[src/rtl/core/grc_pkg.sv]
// Shared types, widths and constants of the grid ray caster.
`timescale 1ns / 1ps
`default_nettype none
package grc_pkg;

  localparam int unsigned DEF_SCREEN_COLUMNS = 128;
  localparam int unsigned DEF_VIEW_HEIGHT    = 48;

  // Divider sizes: dividend up to 2^32, divisor up to 65536.
  localparam int unsigned DIVD_W = 33;
  localparam int unsigned DVS_W  = 17;

  // Shared multiplier operand sizes.
  localparam int unsigned MUL_A_W = 33;
  localparam int unsigned MUL_B_W = 32;
  localparam int unsigned MUL_P_W = MUL_A_W + MUL_B_W;

  localparam int unsigned CFG_IDX_W = 3;
  localparam logic [CFG_IDX_W-1:0] CFG_POS_X      = 3'd0;
  localparam logic [CFG_IDX_W-1:0] CFG_POS_Y      = 3'd1;
  localparam logic [CFG_IDX_W-1:0] CFG_VIEW_ANGLE = 3'd2;
  localparam logic [CFG_IDX_W-1:0] CFG_MAP_LO     = 3'd3;
  localparam logic [CFG_IDX_W-1:0] CFG_MAP_HI     = 3'd4;

  localparam logic [15:0] HALF_FOV = 16'd5461;
  localparam logic [15:0] MIN_DIST = 16'd410;

  localparam logic [31:0] C1 = 32'd1686629713;
  localparam logic [31:0] C3 = 32'd693598668;
  localparam logic [31:0] C5 = 32'd85569306;
  localparam logic [31:0] C7 = 32'd5026995;
  localparam logic [31:0] C9 = 32'd172272;

  typedef struct packed {
    logic              start;
    logic [DIVD_W-1:0] dividend;
    logic [DVS_W-1:0]  divisor;
  } div_req_t;

  typedef struct packed {
    logic              done;
    logic [DIVD_W-1:0] quotient;
  } div_rsp_t;

  // Horner coefficients after the leading C9 term.
  function automatic logic [31:0] poly_coef(input logic [1:0] k);
    logic [31:0] c;
    unique case (k)
      2'd0: c = C7;
      2'd1: c = C5;
      2'd2: c = C3;
      default: c = C1;
    endcase
    return c;
  endfunction

endpackage
`default_nettype wire

[src/rtl/core/grc_div.sv]
// Restoring divider, one quotient bit per cycle.
`timescale 1ns / 1ps
`default_nettype none
module grc_div
  import grc_pkg::*;
(
  input  wire logic     clk_i,
  input  wire logic     rst_ni,
  input  wire div_req_t req_i,
  output div_rsp_t      rsp_o
);

  localparam int unsigned CNT_W = $clog2(DIVD_W);

  logic [DIVD_W-1:0] q_q;
  logic [DVS_W:0]    rem_q;
  logic [DVS_W-1:0]  dvs_q;
  logic [CNT_W-1:0]  cnt_q;
  logic              busy_q, done_q;
  logic [DVS_W:0]    trial;
  logic              ge;

  assign trial = {rem_q[DVS_W-1:0], q_q[DIVD_W-1]};
  assign ge    = trial >= {1'b0, dvs_q};

  always_ff @(posedge clk_i or negedge rst_ni) begin
    if (!rst_ni) begin
      busy_q <= 1'b0;
      done_q <= 1'b0;
      cnt_q  <= '0;
    end else begin
      done_q <= 1'b0;
      if (req_i.start) begin
        busy_q <= 1'b1;
        cnt_q  <= '0;
      end else if (busy_q) begin
        cnt_q <= cnt_q + 1'b1;
        if (cnt_q == CNT_W'(DIVD_W - 1)) begin
          busy_q <= 1'b0;
          done_q <= 1'b1;
        end
      end
    end
  end

  always_ff @(posedge clk_i) begin
    if (req_i.start) begin
      q_q   <= req_i.dividend;
      dvs_q <= req_i.divisor;
      rem_q <= '0;
    end else if (busy_q) begin
      rem_q <= ge ? (trial - {1'b0, dvs_q}) : trial;
      q_q   <= {q_q[DIVD_W-2:0], ge};
    end
  end

  assign rsp_o.done     = done_q;
  assign rsp_o.quotient = q_q;

endmodule
`default_nettype wire

[src/rtl/core/grc_mul.sv]
// Shared unsigned multiplier with a registered product.
`timescale 1ns / 1ps
`default_nettype none
module grc_mul
  import grc_pkg::*;
(
  input  wire logic               clk_i,
  input  wire logic [MUL_A_W-1:0] a_i,
  input  wire logic [MUL_B_W-1:0] b_i,
  output logic      [MUL_P_W-1:0] prod_o
);

  always_ff @(posedge clk_i) begin
    prod_o <= MUL_P_W'(a_i) * MUL_P_W'(b_i);
  end

endmodule
`default_nettype wire

[src/rtl/core/grid_raycast_column_top.sv]
// Top level of the wall-column ray caster with its sequencer and walk datapath.
//
//   Channel   Signals                                   Direction
//   input     in_valid_i, in_stall_o, column_i          item in
//   output    out_valid_o, out_stall_i, result fields   item out
//   config    cfg_valid_i, cfg_ready_o, cfg_index_i/data  register writes
//
// The angle offset comes from a constant reciprocal multiply. The two sines
// each use the shared multiplier. Each nonzero ray component needs one pass of
// the divider for its step length, followed by the side-distance setup, and a
// zero component skips the divider. The grid walk takes one cycle per cell (at
// most 16), and a hit adds one more divider pass for the slice height. Reset
// clears the sequencer and loads the default view and map. The input stalls
// while an item is in flight, and a finished result waits only while the output
// register still holds one that is stalled.
`timescale 1ns / 1ps
`default_nettype none
module grid_raycast_column_top
  import grc_pkg::*;
#(
  parameter int unsigned SCREEN_COLUMNS = DEF_SCREEN_COLUMNS,
  parameter int unsigned VIEW_HEIGHT    = DEF_VIEW_HEIGHT
) (
  input  wire logic                 clk_i,
  input  wire logic                 rst_ni,
  input  wire logic                 in_valid_i,
  output logic                      in_stall_o,
  input  wire logic [6:0]           column_i,
  output logic                      out_valid_o,
  input  wire logic                 out_stall_i,
  output logic      [6:0]           column_out_o,
  output logic                      hit_o,
  output logic                      side_o,
  output logic      [15:0]          wall_distance_o,
  output logic      [5:0]           draw_start_o,
  output logic      [5:0]           draw_end_o,
  output logic      [2:0]           shade_o,
  input  wire logic                 cfg_valid_i,
  output logic                      cfg_ready_o,
  input  wire logic [CFG_IDX_W-1:0] cfg_index_i,
  input  wire logic [63:0]          cfg_data_i
);

  // The angle offset column*65536/(6*SCREEN_COLUMNS) is formed by a reciprocal
  // multiply, which is exact for every 7-bit column.
  localparam longint unsigned OFFS_DEN = 64'(6 * SCREEN_COLUMNS);
  localparam logic [28:0] OFFS_RCP = 29'(((64'd1 << 35) + OFFS_DEN - 1) / OFFS_DEN);
  // Constant operands of the divider.
  localparam logic [DIVD_W-1:0] LH_NUM   = DIVD_W'(VIEW_HEIGHT * 4096);
  localparam logic [DIVD_W-1:0] ONE_Q32  = DIVD_W'(1) << 32;
  localparam logic signed [13:0] VH_S    = 14'(VIEW_HEIGHT);
  localparam int unsigned SD_W = 58;

  localparam logic [3:0] S_IDLE  = 4'd0;
  localparam logic [3:0] S_OFFS  = 4'd1;
  localparam logic [3:0] S_SQ    = 4'd2;
  localparam logic [3:0] S_T2    = 4'd3;
  localparam logic [3:0] S_POLY  = 4'd4;
  localparam logic [3:0] S_POLYU = 4'd5;
  localparam logic [3:0] S_FIN   = 4'd6;
  localparam logic [3:0] S_FINU  = 4'd7;
  localparam logic [3:0] S_DLT   = 4'd8;
  localparam logic [3:0] S_DLTW  = 4'd9;
  localparam logic [3:0] S_SDM   = 4'd10;
  localparam logic [3:0] S_SDU   = 4'd11;
  localparam logic [3:0] S_WALK  = 4'd12;
  localparam logic [3:0] S_LH    = 4'd13;
  localparam logic [3:0] S_LHW   = 4'd14;
  localparam logic [3:0] S_OUT   = 4'd15;

  // Configuration registers.
  logic [14:0]  pos_x_q, pos_y_q;
  logic [15:0]  view_angle_q;
  logic [127:0] map_q;

  assign cfg_ready_o = 1'b1;

  always_ff @(posedge clk_i or negedge rst_ni) begin
    if (!rst_ni) begin
      pos_x_q      <= 15'd6144;
      pos_y_q      <= 15'd6144;
      view_angle_q <= 16'd0;
      map_q        <= {64'd6148891240493563905, 64'd4612046801049048405};
    end else if (cfg_valid_i) begin
      unique case (cfg_index_i)
        CFG_POS_X:      pos_x_q        <= cfg_data_i[14:0];
        CFG_POS_Y:      pos_y_q        <= cfg_data_i[14:0];
        CFG_VIEW_ANGLE: view_angle_q   <= cfg_data_i[15:0];
        CFG_MAP_LO:     map_q[63:0]    <= cfg_data_i;
        CFG_MAP_HI:     map_q[127:64]  <= cfg_data_i;
        default: ;
      endcase
    end
  end

  // Sequencer and working registers.
  logic [3:0]  state_q;
  logic [6:0]  col_q;
  logic [15:0] ang_q;
  logic        sel_q, ax_q;
  logic [1:0]  quad_q, k_q;
  logic [14:0] r_q;
  logic [30:0] t2_q;
  logic [31:0] p_q;
  logic signed [17:0] dx_q, dy_q;
  logic [40:0] dd_q, ddx_q, ddy_q;
  logic [SD_W-1:0] sdx_q, sdy_q, perp_q;
  logic signed [4:0] mx_q, my_q;
  logic [3:0]  i_q;
  logic [1:0]  type_q;
  logic        side_q;
  logic [15:0] dist_q;
  logic        res_hit_q, res_side_q;
  logic [15:0] res_dist_q;
  logic [5:0]  res_ds_q, res_de_q;
  logic [2:0]  res_shade_q;

  div_req_t div_req;
  div_rsp_t div_rsp;
  logic [MUL_A_W-1:0] mul_a;
  logic [MUL_B_W-1:0] mul_b;
  logic [MUL_P_W-1:0] prod;

  grc_div u_div (.clk_i, .rst_ni, .req_i(div_req), .rsp_o(div_rsp));
  grc_mul u_mul (.clk_i, .a_i(mul_a), .b_i(mul_b), .prod_o(prod));

  logic accept;
  assign in_stall_o = (state_q != S_IDLE);
  assign accept     = in_valid_i && (state_q == S_IDLE);

  // Sine argument t = r << 16.
  logic [30:0] t_val;
  assign t_val = {r_q, 16'd0};

  // Sine finishing: round from Q30 to Q16, clamp at one, fold the sign.
  logic [34:0] s_q30;
  logic [20:0] s_rnd;
  logic [16:0] s_mag;
  logic signed [17:0] s_val;
  assign s_q30 = prod[64:30];
  assign s_rnd = 21'((s_q30 + 35'd8192) >> 14);
  assign s_mag = (s_rnd > 21'd65536) ? 17'd65536 : s_rnd[16:0];
  assign s_val = quad_q[1] ? -$signed({1'b0, s_mag}) : $signed({1'b0, s_mag});

  // Current axis of the step-length setup.
  logic signed [17:0] d_cur;
  logic        d_neg;
  logic [16:0] d_mag;
  logic [11:0] f_cur;
  logic [12:0] edge_dist;
  assign d_cur     = ax_q ? dy_q : dx_q;
  assign d_neg     = d_cur[17];
  assign d_mag     = d_neg ? 17'(-d_cur) : d_cur[16:0];
  assign f_cur     = ax_q ? pos_y_q[11:0] : pos_x_q[11:0];
  assign edge_dist = d_neg ? {1'b0, f_cur} : (13'd4096 - {1'b0, f_cur});

  logic [SD_W-1:0] sd_init;
  assign sd_init = dd_q[40] ? (SD_W'(edge_dist) << 40) : prod[SD_W-1:0];

  // One step of the grid walk; ties step in y.
  logic step_x;
  logic signed [4:0] nmx, nmy;
  logic leave;
  logic [5:0] cell_idx;
  logic [1:0] cell_type;
  assign step_x    = sdx_q < sdy_q;
  assign nmx       = step_x ? (mx_q + (dx_q[17] ? -5'sd1 : 5'sd1)) : mx_q;
  assign nmy       = step_x ? my_q : (my_q + (dy_q[17] ? -5'sd1 : 5'sd1));
  assign leave     = (nmx[4:3] != 2'b00) || (nmy[4:3] != 2'b00);
  assign cell_idx  = {nmx[2:0], nmy[2:0]};
  assign cell_type = map_q[{cell_idx, 1'b0} +: 2];

  // Perpendicular distance, clamped to the valid range.
  logic [SD_W-17:0] d_raw;
  logic [15:0] d_clamp;
  assign d_raw   = perp_q[SD_W-1:16];
  assign d_clamp = (d_raw < (SD_W-16)'(MIN_DIST)) ? MIN_DIST :
                   (d_raw > (SD_W-16)'(16'hFFFF)) ? 16'hFFFF : d_raw[15:0];

  // Slice extent from the line height.
  logic signed [13:0] lh, diff, s_un, e_un;
  assign lh   = $signed({1'b0, div_rsp.quotient[12:0]});
  assign diff = VH_S - lh;
  assign s_un = diff[13] ? ((diff + 14'sd1) >>> 1) : (diff >>> 1);
  assign e_un = s_un + lh;

  // Shared multiplier operand selection.
  always_comb begin
    unique case (state_q)
      S_POLY: begin
        mul_a = MUL_A_W'(p_q);
        mul_b = MUL_B_W'(t2_q);
      end
      S_FIN: begin
        mul_a = MUL_A_W'(t_val);
        mul_b = p_q;
      end
      S_SDM: begin
        mul_a = dd_q[MUL_A_W-1:0];
        mul_b = MUL_B_W'(edge_dist);
      end
      default: begin
        mul_a = MUL_A_W'(t_val);
        mul_b = MUL_B_W'(t_val);
      end
    endcase
  end

  // Divider requests.
  always_comb begin
    div_req.start    = 1'b0;
    div_req.dividend = '0;
    div_req.divisor  = '0;
    priority if (state_q == S_DLT && d_mag != 17'd0) begin
      div_req.start    = 1'b1;
      div_req.dividend = ONE_Q32;
      div_req.divisor  = d_mag;
    end else if (state_q == S_LH) begin
      div_req.start    = 1'b1;
      div_req.dividend = LH_NUM;
      div_req.divisor  = DVS_W'(d_clamp);
    end else begin
      div_req.start = 1'b0;
    end
  end

  logic [34:0] offs_prod;
  logic [15:0] ang_new;
  assign offs_prod = 35'(col_q) * 35'(OFFS_RCP);
  assign ang_new   = view_angle_q - HALF_FOV + offs_prod[34:19];

  logic out_free;
  assign out_free = !out_valid_o || !out_stall_i;

  always_ff @(posedge clk_i or negedge rst_ni) begin
    if (!rst_ni) begin
      state_q <= S_IDLE;
    end else begin
      unique case (state_q)
        S_IDLE:  if (accept) state_q <= S_OFFS;
        S_OFFS:  state_q <= S_SQ;
        S_SQ:    state_q <= S_T2;
        S_T2:    state_q <= S_POLY;
        S_POLY:  state_q <= S_POLYU;
        S_POLYU: state_q <= (k_q == 2'd3) ? S_FIN : S_POLY;
        S_FIN:   state_q <= S_FINU;
        S_FINU:  state_q <= sel_q ? S_DLT : S_SQ;
        S_DLT:   state_q <= (d_mag == 17'd0) ? S_SDM : S_DLTW;
        S_DLTW:  if (div_rsp.done) state_q <= S_SDM;
        S_SDM:   state_q <= S_SDU;
        S_SDU:   state_q <= ax_q ? S_WALK : S_DLT;
        S_WALK: begin
          if (leave) state_q <= S_OUT;
          else if (cell_type != 2'd0) state_q <= S_LH;
          else if (i_q == 4'd15) state_q <= S_OUT;
        end
        S_LH:    state_q <= S_LHW;
        S_LHW:   if (div_rsp.done) state_q <= S_OUT;
        S_OUT:   if (out_free) state_q <= S_IDLE;
        default: state_q <= S_IDLE;
      endcase
    end
  end

  always_ff @(posedge clk_i) begin
    unique case (state_q)
      S_IDLE: if (accept) col_q <= column_i;
      S_OFFS: begin
        ang_q  <= ang_new;
        sel_q  <= 1'b0;
        quad_q <= ang_new[15:14] + 2'd1;
        r_q    <= ang_new[14] ? {1'b0, ang_new[13:0]}
                              : 15'(15'd16384 - {1'b0, ang_new[13:0]});
      end
      S_T2: begin
        t2_q <= prod[60:30];
        p_q  <= C9;
        k_q  <= 2'd0;
      end
      S_POLYU: begin
        p_q <= poly_coef(k_q) - prod[61:30];
        k_q <= k_q + 2'd1;
      end
      S_FINU: begin
        if (!sel_q) begin
          dx_q   <= s_val;
          sel_q  <= 1'b1;
          quad_q <= ang_q[15:14];
          r_q    <= ang_q[14] ? 15'(15'd16384 - {1'b0, ang_q[13:0]})
                              : {1'b0, ang_q[13:0]};
        end else begin
          dy_q <= s_val;
          ax_q <= 1'b0;
        end
      end
      S_DLT: if (d_mag == 17'd0) dd_q <= 41'd1 << 40;
      S_DLTW: if (div_rsp.done) dd_q <= 41'(div_rsp.quotient);
      S_SDU: begin
        if (!ax_q) begin
          sdx_q <= sd_init;
          ddx_q <= dd_q;
          ax_q  <= 1'b1;
        end else begin
          sdy_q <= sd_init;
          ddy_q <= dd_q;
          mx_q  <= {2'b00, pos_x_q[14:12]};
          my_q  <= {2'b00, pos_y_q[14:12]};
          i_q   <= 4'd0;
        end
      end
      S_WALK: begin
        i_q    <= i_q + 4'd1;
        mx_q   <= nmx;
        my_q   <= nmy;
        type_q <= cell_type;
        side_q <= !step_x;
        if (step_x) begin
          perp_q <= sdx_q;
          sdx_q  <= sdx_q + (SD_W'(ddx_q) << 12);
        end else begin
          perp_q <= sdy_q;
          sdy_q  <= sdy_q + (SD_W'(ddy_q) << 12);
        end
        if (leave || (cell_type == 2'd0 && i_q == 4'd15)) begin
          res_hit_q   <= 1'b0;
          res_side_q  <= 1'b0;
          res_dist_q  <= 16'd0;
          res_ds_q    <= 6'd0;
          res_de_q    <= 6'd0;
          res_shade_q <= 3'd0;
        end
      end
      S_LH: dist_q <= d_clamp;
      S_LHW: begin
        if (div_rsp.done) begin
          res_hit_q   <= 1'b1;
          res_side_q  <= side_q;
          res_dist_q  <= dist_q;
          res_ds_q    <= s_un[13] ? 6'd0 : s_un[5:0];
          res_de_q    <= (e_un >= VH_S) ? 6'(VIEW_HEIGHT - 1) : e_un[5:0];
          res_shade_q <= (type_q == 2'd2) ? (side_q ? 3'd6 : 3'd3)
                                          : (side_q ? 3'd4 : 3'd2);
        end
      end
      default: ;
    endcase
  end

  // Output register.
  always_ff @(posedge clk_i or negedge rst_ni) begin
    if (!rst_ni) begin
      out_valid_o <= 1'b0;
    end else if (state_q == S_OUT && out_free) begin
      out_valid_o <= 1'b1;
    end else if (!out_stall_i) begin
      out_valid_o <= 1'b0;
    end
  end

  always_ff @(posedge clk_i) begin
    if (state_q == S_OUT && out_free) begin
      column_out_o    <= col_q;
      hit_o           <= res_hit_q;
      side_o          <= res_side_q;
      wall_distance_o <= res_dist_q;
      draw_start_o    <= res_ds_q;
      draw_end_o      <= res_de_q;
      shade_o         <= res_shade_q;
    end
  end

endmodule
`default_nettype wire
[config.mk]
export PLATFORM = sky130hd
export DESIGN_NAME = grid_raycast_column_top
export DESIGN_NICKNAME = d
export VERILOG_FILES = /design/src/rtl/core/grc_pkg.sv /design/src/rtl/core/grc_div.sv /design/src/rtl/core/grc_mul.sv /design/src/rtl/core/grid_raycast_column_top.sv
export SDC_FILE = /design/constraint.sdc
export NUM_CORES = 2
export LEC_CHECK = 0
export BUFFER_PORTS_ARGS = -buffer_cell sky130_fd_sc_hd__buf_4
export CAP_MARGIN = 10
export CORE_MARGIN = 2
export CORE_UTILIZATION = 60
export DETAILED_ROUTE_END_ITERATION = 12
export GPL_ROUTABILITY_DRIVEN = 1
export HOLD_SLACK_MARGIN = 0.05
export PLACE_DENSITY = 0.76
export REMOVE_ABC_BUFFERS = 1
export SYNTH_ARGS = -nofsm -noshare
export SYNTH_HDL_FRONTEND = slang
export SYNTH_HIERARCHICAL = 1
export SYNTH_SLANG_ARGS = --single-unit
[constraint.sdc]
create_clock -name clk_i -period 15.1 [get_ports clk_i]
set_clock_uncertainty 0.1 [all_clocks]
set_input_delay 2.265 -clock clk_i [delete_from_list [all_inputs] [get_ports clk_i]]
set_output_delay 2.265 -clock clk_i [all_outputs]
set_load 0.05 [all_outputs]
### Yosys cells after proc, flatten, opt, wreduce, memory -nomap -nowiden

Index checks and enable logic that the tools add are counted.
W data, S select, Z words.

* register bits: 865
* output and inout port bits: 43
* word-level logic and storage cells: 260

* multipliers: 2
* $add $sub $neg: 21
* equality and inequality tests: 39
* reductions and logical operators: 45
* $lt $le $gt $ge: 6
* bitwise operators: 2
* shift operators: 1
* multiplexer cells: 94

Operator list (count)
* $mux W58: 6
* $pmux W58 S2: 2
* $shiftx A128 B8 Y2: 1
* $add A58 B53 Y58: 2
* $pmux W32 S3: 1
* $pmux W31 S3: 1
* $mux W41: 2
* $pmux W41 S2: 1
* $mux W33: 2
* $pmux W33 S2: 1
* $mul A33 B32 Y65: 1
* $mux W16: 4
* $pmux W32 S2: 1
* $pmux W4 S16: 1
* $lt A58 B58 Y1: 1
* $mux W17: 3
* $mux W51: 1
* $mux W15: 3
* $gt A42 B16 Y1 const B: 1
* $lt A42 B9 Y1 const B: 1
* $mux W6: 7
* $eq A4 B4 Y1 const B: 9
* $mux W18: 2
* $mux W4: 9
* other kinds (63): 147

### Longest topological paths before layout

* word-level depth: 9
* gate-level depth with buffers: 41

### Cells and area by module

The synthesis kept the hierarchy.

Modules (own cells, without submodules)
* grid_raycast_column_top: cells each 3601, area an instance 40302.4 um^2, instances 1, seq. area each 19718.9 um^2
* grc_mul: cells each 3946, area an instance 35595.4 um^2, instances 1, seq. area each 1301.2 um^2
* grc_div: cells each 362, area an instance 4033.9 um^2, instances 1, seq. area each 2042.0 um^2

### Worst setup path before layout

No wires, ideal clock.

* path kind: flip-flop to flip-flop
* start: register ax_q
* end: register u_mul.prod_o[61]
* buffers on the path: 8
* clock period less this slack: 9.952 ns
* library setup time: 0.072 ns
* cell stages (with the launch flop): 41
* data arrival time: 9.780 ns
* setup slack: 5.148 ns
* data required time: 14.928 ns
* cells stage by stage: edfxtp_1 > clkbuf_1 > buf_2 > buf_2 > buf_1 > buf_2 > clkbuf_1 > mux2i_1 > nand2_1 > nor3_1 > nand2b_1 > xnor2_1 > o21ai_0 > clkbuf_1 > nand2_1 > fa_1 > inv_1 > fa_1 > [... 5 more ...] > inv_1 > fa_1 > inv_1 > fa_1 > inv_1 > fa_1 > inv_1 > ha_1 > buf_2 > a211o_1 > a21oi_1 > o211ai_1 > nor3_2 > nor4_2 > a21o_1 > a41o_1 > a41oi_2 > xnor2_1

* cells in the longest elaborated chain, start to end: 5

Ends and longest elaborated chain
* start, declared: RTL line grid_raycast_column_top.sv:100 `logic sel_q, ax_q;`
* start signal, assigned: RTL line grid_raycast_column_top.sv:293 `ax_q <= 1'b0;`
* start signal, assigned: RTL line grid_raycast_column_top.sv:302 `ax_q <= 1'b1;`
* $mux W12: RTL line grid_raycast_column_top.sv:154 `assign f_cur = ax_q ? pos_y_q[11:0] : pos_x_q[11:0];`
* $sub A13 B12 Y13: RTL line grid_raycast_column_top.sv:155 `assign edge_dist = d_neg ? {1'b0, f_cur} : (13'd4096 - {1'b0, f_cur});`
* $mux W13 *: RTL line grid_raycast_column_top.sv:155
* $pmux W32 S3 *: RTL line grid_raycast_column_top.sv:189 `unique case (state_q)`
* net mul_b[10]: RTL line grid_raycast_column_top.sv:121 `logic [MUL_B_W-1:0] mul_b;`
* $mul A33 B32 Y65 *: RTL line grc_mul.sv:14 `prod_o <= MUL_P_W'(a_i) * MUL_P_W'(b_i);`
* end signal, assigned: RTL line grc_mul.sv:14
* end, declared: RTL line grc_mul.sv:10 `output logic [MUL_P_W-1:0] prod_o`

Mark *: on every way through the listed nets, which the timed path passes. The rest lies on a longest branch.
A chain may end at the register's enable or synchronous reset.

### Final worst setup path

* start: register ax_q
* end: register u_mul.prod_o[64]

Same word-level chain as after synthesis.

==> results.yml <==
critical_path:
  critical_path.n_buffers_inverters: 4
  cp_max_fo: 49
  cpMostUsedCell: "fa_1"
  crit_family: "adder cells"
  worstSetupStartpointType: "flop"
  cp_slowest_cell: "o21ai_4"
  r2r_start: "ax_q"
  regToRegSetupSlack_ns: 4.39
  worst_r2r_path_depth: 30
  crit_start: "ax_q"
  timing.rr.end: "u_mul/prod_o[64]"
  cp.required_ns: 15.65
  critical_path.endpoint_type: "flop"
  critPathArrivalTime_ns: 11.26
  slowest_delay_ns: 1.02
  critical_path_class: "reg -> reg"
timing:
  rsz0062_at_grt: "false"
  setup_ws_ns: 4.39
  worstMarginPinSlew_ns: 1.25
  drv_slew: 0
  clock.fmax_ghz: 0.0933
  setup_tns_ns: 0
  hold_viol: 0
  setup_viol_count_final: 0
  post-route-min-period_ns: 10.71
  finalCritPeriodShare: 0.710
  maxSlewHeadroom: 0.163
  holdWs_ns: 0.309
place:
  port_buffers: 120
  dp_hpwl_um: 172000
  dp.cells: 9524
  routabilityCongestion: 0.987
  pre_cts_ws_ns: 4.58
clock_network:
  post_cts_resized: 0
  h-tree-depth: 3
  cts_root_buf: "clkbuf_16"
  cts_setup_buffers: 0
  cts_tree: "yes"
  clk_latency_ns: 0.72
  holdBufCountCts: 0
  clk_pin_slew_ns: 0.06
  clockBufferDepth: 3
  cts.sinks: 825
  cts-buffers-inserted: 89
flow_run:
  drv_cap: 0
logic_synthesis:
  synth_seq_cells: 825
  syn_area_mm2: 0.0799
  yosysWarnings: 6
  synth_top_family_by_area: "adder cells"
  synth_compound_area_frac: 0.0893
  ys_seq_area_frac: 0.289
  synth_ff_type: "edfxtp_1"
  syn_inst: 7909
  muxShareOfSynthArea: 0.0496
  synth_simple_gate_area_share: 0.140
  postSynth.asyncResetShare: 0.227
  synth_xor_area_frac: 0.0345
  synth_edf_count: 556
  synth.avg_cell_area_um2: 10.1
  synth.distinct_cells: 109
  synth-adder-area-share: 0.321
route:
  wl_per_cell_um: 24.0
  vias: 59406
  viasPerCell: 6.13
  drtAntennaViolNets: 0
  drt_iter0_markers: 6461
  drtPass1Iterations: 10
  drc: 0
  finalWirelength_um: 232000
min_path:
  holdPathStages: 0
  hp-start: "res_ds_q[1]"
  whs_endpoint: "draw_start_o[1]"
  min_path_type: "reg -> reg"
global_routing:
  overflow: 0
  grt_pass1_vias: 62165
  grt_max_degree: 119
  antenna_found_initial: 12
  grt_usage: 0.347
  grt_pass1_wl_um: 360000
die:
  dieArea_mm2: 0.136
  die_h_um: 369
  row_count: 133
  io_pins: 122
  die-width_um: 369
  start_util: 0.606
  coreArea_mm2: 0.132
cells_and_area:
  layout_commonest_cell: "inv_1"
  finalNetCount: 9423
  mostFrequentLayoutCells: "1,213 x inv_1, 945 x fa_1, 944 x nand2_1"
  final_cells: 9696
  drive_above_1_share: 0.0982
  syn_to_final_growth_pct: 7.42
run_status:
  status: "finished, final reports clean"
## per-stage QoR
stage	instance area (um^2)	util
2_1_floorplan	78500	-
3_3_place_gp	82600	0.627
3_5_place_dp	82600	0.627
4_1_cts	85900	0.651
5_1_grt	85900	0.651
6_report	85900	0.652
## worst reg2reg max path: cells and delay by family, from the launching register on
kind / cells / cell delay [ns]
DFF: 1 / 0.51
buffers and inverters: 4 / 0.76
xor gates and xnor gates: 1 / 0.13
muxes: 1 / 0.47
AOI/OAI and AO/OA: 9 / 2.91
and+or+nand+nor: 5 / 0.98
adders and majority gates: 10 / 4.86
## layer usage
metal	global-route usage	up-vias	wire length, um	part of all wire
li1	-	25808	-	-
met1	0.465	29825	91600	0.39
met2	0.547	3124	106000	0.46
met3	0.0823	645	24300	0.10
met4	0.139	4	10800	0.046
met5	0	-	27	0.00012
## cells by family (layout without fill, tap and decap cells)
logic type / count (synthesis) / in the layout
XOR/XNOR: 313 / 313
buffers and inverters: 1613 / 1611
adder cells (fa/ha/maj): 1484 / 1484
multiplexers: 307 / 307
other: 2 / 36
AND/OR/NAND/NOR: 2284 / 2284
AO/OA/AOI/OAI: 1081 / 1081
flip-flops: 825 / 825
## flip-flops by register name (all words and copies together) (netlist names), 17 cells and up
signal        flops
u_div/dvs_q      17
u_div/q_q        33
dx_q             18
sdy_q            58
sdx_q            58
perp_q           42
dy_q             18
p_q              32
ddy_q            34
ddx_q            34
u_mul/prod_o     65
dd_q             34
t2_q             31
u_div/rem_q      17
map_q           128
## final cells by class
cell class,instances,area (um^2)
multi-input cells,5500,51100
clock buffers,120,2560
well taps,1755,2200
diodes,5,12.5
flip-flops and latches,825,23100
clock inverters,47,663
inverters,1227,4610
repair buffers,217,1640
fillers,10425,45900
## how the worst max path moves through the flow
stage                             to  slack [ns]  cells past startpoint
finish              u_mul/prod_o[64]        4.39                     30
global route        u_mul/prod_o[58]        3.79                     31
CTS                 u_mul/prod_o[63]        4.60                     31
detailed placement  u_mul/prod_o[64]        4.58                     31
global placement    u_mul/prod_o[64]        4.81                     32
floorplan           u_mul/prod_o[64]        2.68                     30
## cell usage after synthesis (16+ instances only)
master    count  share of area
dfrtp_1     151          0.047
nor4_1       23         0.0018
a211oi_1     27         0.0025
o31ai_1      24         0.0023
a211o_1      18         0.0020
or2_2        28         0.0022
mux2i_1      50         0.0063
mux4_2       48          0.014
nand2_1     959          0.045
a222oi_1     16         0.0020
edfxtp_1    556           0.21
a22o_1       33         0.0036
xnor2_1     199          0.022
a22oi_1      35         0.0033
nand4_1      59         0.0046
dfstp_2      36          0.012
o21a_1       29         0.0027
a31oi_1      24         0.0019
nand3_1      77         0.0048
and3_1       67         0.0052
nor2_1      258          0.012
or3_1        18         0.0014
a21boi_0     19         0.0018
o21ai_0     278          0.017
nor3_1       90         0.0056
a21o_1      119          0.011
inv_1      1224          0.057
xor2_1      113          0.012
buf_2        17         0.0011
nor2b_1      51         0.0040
nand2b_1     53         0.0041
clkbuf_1    350          0.016
o21bai_1     33         0.0031
ha_1        539          0.084
dfxtp_1      82          0.021
and2_1      532          0.042
o211ai_1     16         0.0015
a21oi_1     257          0.016
mux2_2      207          0.029
fa_1        945           0.24
Power is left out: the tool's default activity adds up to more than one toggle a clock period on the data nets, which glitch-free logic cannot reach.
